File: config.mk
export PLATFORM = sky130hd
export DESIGN_NAME = kiss_frame_encoder
export DESIGN_NICKNAME = d
export VERILOG_FILES = /design/src/sv/kfe_pkg.sv /design/src/sv/kfe_front.sv /design/src/sv/kfe_queue.sv /design/src/sv/kfe_back.sv /design/src/sv/kiss_frame_encoder.sv
export SDC_FILE = /design/constraint.sdc
export NUM_CORES = 1
export LEC_CHECK = 0
export BUFFER_PORTS_ARGS = -buffer_cell sky130_fd_sc_hd__buf_2
export CORE_MARGIN = 1
export CORE_UTILIZATION = 50
export CTS_CLUSTER_SIZE = 28
export DETAILED_ROUTE_END_ITERATION = 8
export PLACE_DENSITY = 0.68
export SKIP_LAST_GASP = 1
export SYNTH_ARGS = -nofsm -noshare
export SYNTH_HDL_FRONTEND = slang
export SYNTH_SLANG_ARGS = --single-unit
File: constraint.sdc
create_clock -name clk -period 7.01 [get_ports clk]
set_input_delay 1.0515 -clock clk [delete_from_list [all_inputs] [get_ports clk]]
set_output_delay 1.0515 -clock clk [all_outputs]
set_load 0.005 [all_outputs]
File: src/sv/kfe_pkg.sv
// Shared constants and types for the KISS frame encoder.
package kfe_pkg;

  localparam int BYTE_W    = 8;
  localparam int LEN_W     = 13;
  localparam int MAX_CANDS = 5;
  localparam int CNT_W     = 3;
  localparam int PADDR_W   = 3;
  localparam int PDATA_W   = 32;

  localparam int QUEUE_DEPTH = 4;

  localparam logic [BYTE_W-1:0] FEND  = 8'hC0;
  localparam logic [BYTE_W-1:0] FESC  = 8'hDB;
  localparam logic [BYTE_W-1:0] TFEND = 8'hDC;
  localparam logic [BYTE_W-1:0] TFESC = 8'hDD;
  localparam logic [BYTE_W-1:0] CMD   = 8'h00;

  localparam logic [LEN_W-1:0] DEFAULT_MAX_LEN = 13'd1024;

  // Register index, taken from paddr[2].
  localparam logic REG_MAX_LEN = 1'b0;

  typedef struct packed {
    logic [BYTE_W-1:0] data_byte;
    logic              last_in_frame;
    logic              no_data;
  } item_t;

  typedef struct packed {
    logic [BYTE_W-1:0] out_byte;
    logic              frame_done;
    logic              too_long;
    logic [LEN_W-1:0]  frame_length;
    logic              last_of_run;
  } result_t;

  // One classified item: the bytes to send, whether an error result follows,
  // and whether the final byte closes the frame.
  typedef struct packed {
    logic [MAX_CANDS-1:0][BYTE_W-1:0] bytes;
    logic [CNT_W-1:0]                 sent;
    logic                             ovf;
    logic                             close;
    logic [LEN_W-1:0]                 length;
  } job_t;

endpackage

File: src/sv/kfe_front.sv
// Front end: framing state, escape classification and capacity check per item.
module kfe_front (
  input  logic                         clk,
  input  logic                         rst,
  input  logic                         accept,
  input  kfe_pkg::item_t               item,
  input  logic [kfe_pkg::LEN_W-1:0]    max_len,
  output logic                         job_push,
  output kfe_pkg::job_t                job
);

  logic                        in_frame;
  logic                        dropping;
  logic [kfe_pkg::LEN_W-1:0]   out_count;

  logic [kfe_pkg::MAX_CANDS-1:0][kfe_pkg::BYTE_W-1:0] bytes;
  logic [kfe_pkg::CNT_W-1:0]   ncand;
  logic [kfe_pkg::LEN_W-1:0]   room;
  logic                        ovf;
  logic [kfe_pkg::CNT_W-1:0]   sent;
  logic [kfe_pkg::LEN_W-1:0]   length;
  logic                        is_special;

  always_comb begin
    bytes = '0;
    ncand = '0;
    is_special = (item.data_byte == kfe_pkg::FEND) || (item.data_byte == kfe_pkg::FESC);
    if (!in_frame) begin
      bytes[0] = kfe_pkg::FEND;
      bytes[1] = kfe_pkg::CMD;
      ncand = 3'd2;
    end
    if (!item.no_data) begin
      if (is_special) begin
        bytes[ncand] = kfe_pkg::FESC;
        bytes[3'(ncand + 3'd1)] = (item.data_byte == kfe_pkg::FEND) ?
                                  kfe_pkg::TFEND : kfe_pkg::TFESC;
        ncand = 3'(ncand + 3'd2);
      end else begin
        bytes[ncand] = item.data_byte;
        ncand = 3'(ncand + 3'd1);
      end
    end
    if (item.last_in_frame) begin
      bytes[ncand] = kfe_pkg::FEND;
      ncand = 3'(ncand + 3'd1);
    end
    room   = (out_count < max_len) ? (max_len - out_count) : '0;
    ovf    = {{(kfe_pkg::LEN_W-kfe_pkg::CNT_W){1'b0}}, ncand} > room;
    sent   = ovf ? room[kfe_pkg::CNT_W-1:0] : ncand;
    length = out_count + {{(kfe_pkg::LEN_W-kfe_pkg::CNT_W){1'b0}}, ncand};
  end

  assign job.bytes  = bytes;
  assign job.sent   = sent;
  assign job.ovf    = ovf;
  assign job.close  = item.last_in_frame && !ovf;
  assign job.length = length;

  // Items that are being dropped, and open-frame items with nothing to send,
  // leave no entry behind.
  assign job_push = accept && !dropping && ((sent != '0) || ovf);

  always_ff @(posedge clk) begin
    if (rst) begin
      in_frame  <= 1'b0;
      dropping  <= 1'b0;
      out_count <= '0;
    end else if (accept) begin
      if (dropping) begin
        if (item.last_in_frame) begin
          dropping  <= 1'b0;
          in_frame  <= 1'b0;
          out_count <= '0;
        end
      end else if (ovf) begin
        out_count <= '0;
        if (item.last_in_frame) begin
          in_frame <= 1'b0;
        end else begin
          in_frame <= 1'b1;
          dropping <= 1'b1;
        end
      end else if (item.last_in_frame) begin
        in_frame  <= 1'b0;
        out_count <= '0;
      end else begin
        in_frame  <= 1'b1;
        out_count <= length;
      end
    end
  end

endmodule

File: src/sv/kfe_queue.sv
// Short queue of classified items between the front and back ends.
module kfe_queue #(
  parameter int DEPTH = kfe_pkg::QUEUE_DEPTH
) (
  input  logic          clk,
  input  logic          rst,
  input  logic          wr,
  input  kfe_pkg::job_t wdata,
  output logic          full,
  input  logic          rd,
  output kfe_pkg::job_t rdata,
  output logic          empty
);

  localparam int PTR_W = (DEPTH > 1) ? $clog2(DEPTH) : 1;
  localparam int CNT_W = $clog2(DEPTH + 1);

  kfe_pkg::job_t     slots [DEPTH];
  logic [PTR_W-1:0]  wr_ptr;
  logic [PTR_W-1:0]  rd_ptr;
  logic [CNT_W-1:0]  count;

  assign full  = (count == CNT_W'(DEPTH));
  assign empty = (count == '0);
  assign rdata = slots[rd_ptr];

  always_ff @(posedge clk) begin
    if (wr) begin
      slots[wr_ptr] <= wdata;
    end
  end

  always_ff @(posedge clk) begin
    if (rst) begin
      wr_ptr <= '0;
      rd_ptr <= '0;
      count  <= '0;
    end else begin
      if (wr) begin
        wr_ptr <= (wr_ptr == PTR_W'(DEPTH - 1)) ? '0 : PTR_W'(wr_ptr + 1'b1);
      end
      if (rd) begin
        rd_ptr <= (rd_ptr == PTR_W'(DEPTH - 1)) ? '0 : PTR_W'(rd_ptr + 1'b1);
      end
      if (wr && !rd) begin
        count <= CNT_W'(count + 1'b1);
      end else if (rd && !wr) begin
        count <= CNT_W'(count - 1'b1);
      end
    end
  end

endmodule

File: src/sv/kfe_back.sv
// Back end: walks each queued item into the output register, one result per cycle while not stalled.
module kfe_back (
  input  logic              clk,
  input  logic              rst,
  input  kfe_pkg::job_t     job,
  input  logic              job_empty,
  output logic              job_pop,
  output kfe_pkg::result_t  result,
  output logic              empty,
  input  logic              pop
);

  logic [kfe_pkg::CNT_W-1:0] idx;
  logic                      out_valid;
  kfe_pkg::result_t          res;
  logic [kfe_pkg::CNT_W-1:0] total;
  logic                      advance;
  logic                      is_byte;

  always_comb begin
    total   = 3'(job.sent + {2'b00, job.ovf});
    is_byte = idx < job.sent;
    res = '0;
    if (is_byte) begin
      res.out_byte   = job.bytes[idx];
      res.frame_done = job.close && (idx == 3'(job.sent - 3'd1));
      res.frame_length = res.frame_done ? job.length : '0;
    end else begin
      res.too_long = 1'b1;
    end
    res.last_of_run = (idx == 3'(total - 3'd1));
  end

  assign advance = !job_empty && (!out_valid || pop);
  assign job_pop = advance && res.last_of_run;
  assign empty   = !out_valid;

  always_ff @(posedge clk) begin
    if (advance) begin
      result <= res;
    end
  end

  always_ff @(posedge clk) begin
    if (rst) begin
      idx       <= '0;
      out_valid <= 1'b0;
    end else if (advance) begin
      out_valid <= 1'b1;
      idx       <= res.last_of_run ? '0 : 3'(idx + 3'd1);
    end else if (pop) begin
      out_valid <= 1'b0;
    end
  end

  a_error_ends_run: assert property (@(posedge clk) disable iff (rst)
    out_valid && result.too_long |-> result.last_of_run && result.out_byte == '0)
    else $error("error result is not the last of its run or carries a byte");

  a_done_is_fend: assert property (@(posedge clk) disable iff (rst)
    out_valid && result.frame_done |->
      result.out_byte == kfe_pkg::FEND && result.last_of_run && !result.too_long)
    else $error("frame close is not a final FEND");

  a_len_only_on_done: assert property (@(posedge clk) disable iff (rst)
    out_valid && !result.frame_done |-> result.frame_length == '0)
    else $error("frame length reported outside frame close");

  a_idx_in_run: assert property (@(posedge clk) disable iff (rst)
    !job_empty |-> idx < total)
    else $error("result index runs past the queued item");

endmodule

File: src/sv/kiss_frame_encoder.sv
// Top level of the KISS frame encoder: register port and wiring of front, queue and back.
//
// Frame bytes go in through a queue-style port: an item is taken on a clock edge
// with push high and full low. Each item carries a byte, a last-of-frame mark and
// a no-data flag for empty frames. Encoded bytes come out through a queue-style
// port: while empty is low the oldest result is on result, and pop takes it.
// The first item of a frame is preceded by FEND and the command byte, 0xC0 and
// 0xDB are escaped, and the last item closes the frame with FEND and its length.
// If a byte would exceed max_output_len, one too_long result ends the item and
// the rest of the frame is discarded.
// Items are classified on acceptance and one new item can be taken every cycle
// while the internal queue has room. The back end sends one result per cycle
// while the receiver keeps up, and an item causes up to five results. The first
// result of an item passes through the queue and then the output register.
// When the receiver stalls, results wait in the output register and queue, and
// full rises once the queue is full. Reset closes any frame, empties the queue
// and sets max_output_len to 1024. Write the register only while idle.
module kiss_frame_encoder #(
  parameter int QUEUE_DEPTH = kfe_pkg::QUEUE_DEPTH
) (
  input  logic                          clk,
  input  logic                          rst,
  input  logic                          push,
  output logic                          full,
  input  kfe_pkg::item_t                item,
  output logic                          empty,
  input  logic                          pop,
  output kfe_pkg::result_t              result,
  input  logic                          psel,
  input  logic                          penable,
  input  logic                          pwrite,
  input  logic [kfe_pkg::PADDR_W-1:0]   paddr,
  input  logic [kfe_pkg::PDATA_W-1:0]   pwdata,
  output logic [kfe_pkg::PDATA_W-1:0]   prdata,
  output logic                          pready
);

  logic [kfe_pkg::LEN_W-1:0] max_output_len;
  logic                      accept;
  logic                      job_push;
  logic                      job_pop;
  logic                      job_empty;
  logic                      q_full;
  kfe_pkg::job_t             job_in;
  kfe_pkg::job_t             job_out;

  assign pready = 1'b1;
  assign full   = q_full;
  assign accept = push && !q_full;

  always_ff @(posedge clk) begin
    if (rst) begin
      max_output_len <= kfe_pkg::DEFAULT_MAX_LEN;
    end else if (psel && penable && pwrite && (paddr[2] == kfe_pkg::REG_MAX_LEN)) begin
      max_output_len <= pwdata[kfe_pkg::LEN_W-1:0];
    end
  end

  always_comb begin
    prdata = '0;
    if (paddr[2] == kfe_pkg::REG_MAX_LEN) begin
      prdata = {{(kfe_pkg::PDATA_W-kfe_pkg::LEN_W){1'b0}}, max_output_len};
    end
  end

  kfe_front u_front (
    .clk      (clk),
    .rst      (rst),
    .accept   (accept),
    .item     (item),
    .max_len  (max_output_len),
    .job_push (job_push),
    .job      (job_in)
  );

  kfe_queue #(
    .DEPTH (QUEUE_DEPTH)
  ) u_queue (
    .clk   (clk),
    .rst   (rst),
    .wr    (job_push),
    .wdata (job_in),
    .full  (q_full),
    .rd    (job_pop),
    .rdata (job_out),
    .empty (job_empty)
  );

  kfe_back u_back (
    .clk       (clk),
    .rst       (rst),
    .job       (job_out),
    .job_empty (job_empty),
    .job_pop   (job_pop),
    .result    (result),
    .empty     (empty),
    .pop       (pop)
  );

endmodule
==> results.md <==
- Syn Area/Cell: 13.8 sq um
- Crit end category: flip-flop
- Cell taking the most area after synthesis: edfxtp_1
- Share of post-route cells with drive strength above 1: 19.9%
- RSZ-0062 raised after global routing: false
- Final TNS setup: 0 ns
- Initial core utilization: 51.6%
- Max incr delay on CP: 0.70 ns
- Buffer and inverter count on the worst path: 2
- Die area: 21700 sq um
- Final wirelength: 20900 um
- Vias: 6268
- CP Max Fanout: 22
- Fin crit share: 77.4%
- Mapped Area: 10500 sq um
- Crit path max-delay family: compound AO/OA/AOI/OAI gates
- PortBufs: 69
- Iteration-0 DRC Markers: 403
- Area Growth Syn to Fin: 12.2%
- Slowest cell on the critical path: and3_2
- RePlAce Congestion: 0.853
- Worst-path clk slew: 0.06 ns
- DR vias/cell: 5.59
- Largest family of logic cells by synthesized area: simple AND/OR/NAND/NOR gates
- Post-Syn Instances: 762
- Die Ht: 147 um
- Type of the worst min-delay path: flip-flop to flip-flop
- Clock Sinks: 229
- Synth warn: 0
- Leak Pwr: 4.29 nW
- Antenna violations before repair: 0
- Final Hold Vio Count: 0
- Register bit total from synthesis: 229
- Placed wire-length estimate: 14200 um
- Final setup violation count: 0
- Crit-path cells: inv_1 -> ha_1 -> nand3_1 -> a211oi_1 -> or3_1 -> a31oi_1 -> or2_2 -> ha_1 -> nor2b_1 -> o21ai_0 -> a32oi_1 -> o2111ai_1 -> a2111o_1 -> o21ai_0 -> and3_2 -> buf_12
- Tmin final: 5.42 ns
- CTS tree: done
- Power density cells: 336 nW/um^2
- Worst setup SP type: flip-flop
- WL/cell: 18.6 um
- Clk Latency, worst-skew pair: 0.51 ns
- Post-Synth Simple-Gate Area: 10.4%
- Cell variety after synth: 62
- Overall Global Routing Usage: 19.5%
- Cts repair resizes: 0
- Hold Buf Count CTS: 0
- Ys async rst share: 0%
- Post-CTS setup buffers: 0
- Crit Path Category: flip-flop to flip-flop
- Top post-synthesis cells by area: edfxtp_1 (54%), mux4_2 (9.0%), dfxtp_1 (7.8%)
- Actual slew at the worst max-slew pin: 1.16 ns
- Adder-Cell Fraction of Synth Area: 5.08%
- Status: finished clean
- Clock tree buffer depth: 3
- CTS Root Cell: clkbuf_16
- Mux cell area share after synthesis: 10.2%
- Post-synthesis xor/xnor area fraction: 1.74%
- Relative slew slack: 22.7%
- Post-synth top area share: 53.5%
- DRC: 0
- Register area share after synthesis: 61.3%
- Num ports: 111
- Antenna Nets Post-Route: 0
- # rows: 52
- Core area: 20400 sq um
- Worst hold slack: 0.469 ns
- CP arrival: 5.63 ns
- Most used DFF post-synth: edfxtp_1
- Fin nets: 927
- Num CTS Buffers: 23
- Vias in the first global route: 6329
- Peak supply drop: 206 uV
- Layout Skew: 0.0130 ns
- Total of max-cap violations: 0
- Die Wd: 147 um
- Fmax: 184 MHz
- Worst EP required: 7.22 ns
- GR Overflow Total: 0
- Final Max Tran Viols: 0
- # diodes: 0
- EDFF count, synth: 188
- CTS HTree Levels: 1
- Pin count of the biggest net entering global routing: 42
- Pre-antenna DRT Iters: 5
- Global-route wire length before repair: 32700 um
- Post-synthesis compound-gate area fraction: 6.90%
==> through the flow <==
| stage | cells | setup WS, ns | utilization [%] | power (mW) | instance area [sq um] |
|---|---|---|---|---|---|
| finish | 1121 | 1.59 | 57.9 | 3.97 | 11800 |
| global route | 1121 | 1.11 | 57.9 | 4.17 | 11800 |
| CTS | 1121 | 1.56 | 57.9 | 4.02 | 11800 |
| detailed placement | 1079 | 1.19 | 54.4 | 2.87 | 11100 |
| global placement | 1079 | 1.34 | 54.4 | 2.81 | 11100 |
| floorplan | 780 | 1.63 | - | 2.55 | 10600 |
==> routing by layer <==
metal / GRT usage (%) / share of wire, %
met4: 3.76 / 1.2
met2: 34.4 / 50
met5: 0 / 0
met3: 2.92 / 5.1
met1: 25.6 / 43
==> worst paths after layout <==
| kind | start | slack [ns] | depth (start not counted) | endpoint |
|---|---|---|---|---|
| worst min-delay path | max_output_len[0] | 0.47 | 2 | max_output_len[0] |
| worst max-delay path | u_front.out_count[5] | 1.59 | 16 | u_queue.slots[3][3] |
| worst min register to register | max_output_len[0] | 0.47 | 2 | max_output_len[0] |
| worst max register to register | u_front.out_count[5] | 1.59 | 16 | u_queue.slots[3][3] |
==> cell usage after synthesis, types with 16 or more instances <==
cell        n
edfxtp_1  188
nand2_1    52
inv_1      45
mux4_2     42
dfxtp_1    41
a21oi_1    40
ha_1       38
nor2_1     35
nor2b_1    34
o21ai_0    22
buf_4      20
nor3_1     19
clkbuf_1   17
xnor2_1    16
==> cells by family (layout without fill, tap and decap cells) <==
kind of cell	Yosys count	in the layout
DFF	229	229
and+or+nand+nor	208	208
AOI/OAI and AO/OA	112	112
buffers and inverters	94	165
muxes	55	55
adders and majority gates	41	41
xor gates and xnor gates	21	21
other	2	20
==> final cells by class <==
type                    instances  area, sq um
multi-input cells             457         3700
flip-flops and latches        229         6470
repair buffers                 77          443
fillers                      1658         8590
clock inverters                15         90.1
clock buffers                  27          622
well taps                     270          338
inverters                      46          173
==> layout by cell type, fill, tap and decap left out, drive strengths merged, types with 10 or more instances in the layout <==
cell type	Yosys	layout
nor4	11	11
nor2	36	36
a21oi	40	40
nand2	52	52
ha	38	38
mux4	42	42
nor3	20	20
edfxtp	188	188
clkinv	0	10
dfxtp	41	41
clkbuf	17	27
buf	31	77
mux2i	12	12
inv	46	48
nor2b	35	35
o21ai	24	24
conb	2	20
xnor2	16	16
==> report_power, final <==
group	switching, mW	internal (mW)
Sequential	0.101	1.75
Clock	0.507	0.640
Combinational	0.543	0.435
Total	1.15	2.82
==> registers in the layout (all words and copies together) (netlist names), named ones only <==
| signal | flops |
|---|---|
| u_back.idx | 3 |
| u_front.in_frame | 1 |
| u_back.result | 24 |
| u_front.dropping | 1 |
| u_queue.count | 3 |
| u_queue.slots | 164 |
| u_back.out_valid | 1 |
| u_queue.wr_ptr | 2 |
| u_queue.rd_ptr | 2 |
| u_front.out_count | 13 |
| max_output_len | 13 |
==> worst reg2reg max path, cell delays in order (launching register included) <==
cell       delay (ns)
dfxtp_1          0.38
inv_1            0.11
ha_1             0.42
nand3_1          0.17
a211oi_1         0.45
or3_1            0.19
a31oi_1          0.18
or2_2            0.36
ha_1             0.30
nor2b_1          0.12
o21ai_0          0.08
a32oi_1          0.28
o2111ai_1        0.18
a2111o_1         0.46
o21ai_0          0.47
and3_2           0.70
buf_12           0.28
Note: power is estimated with default switching activity, not from simulation.
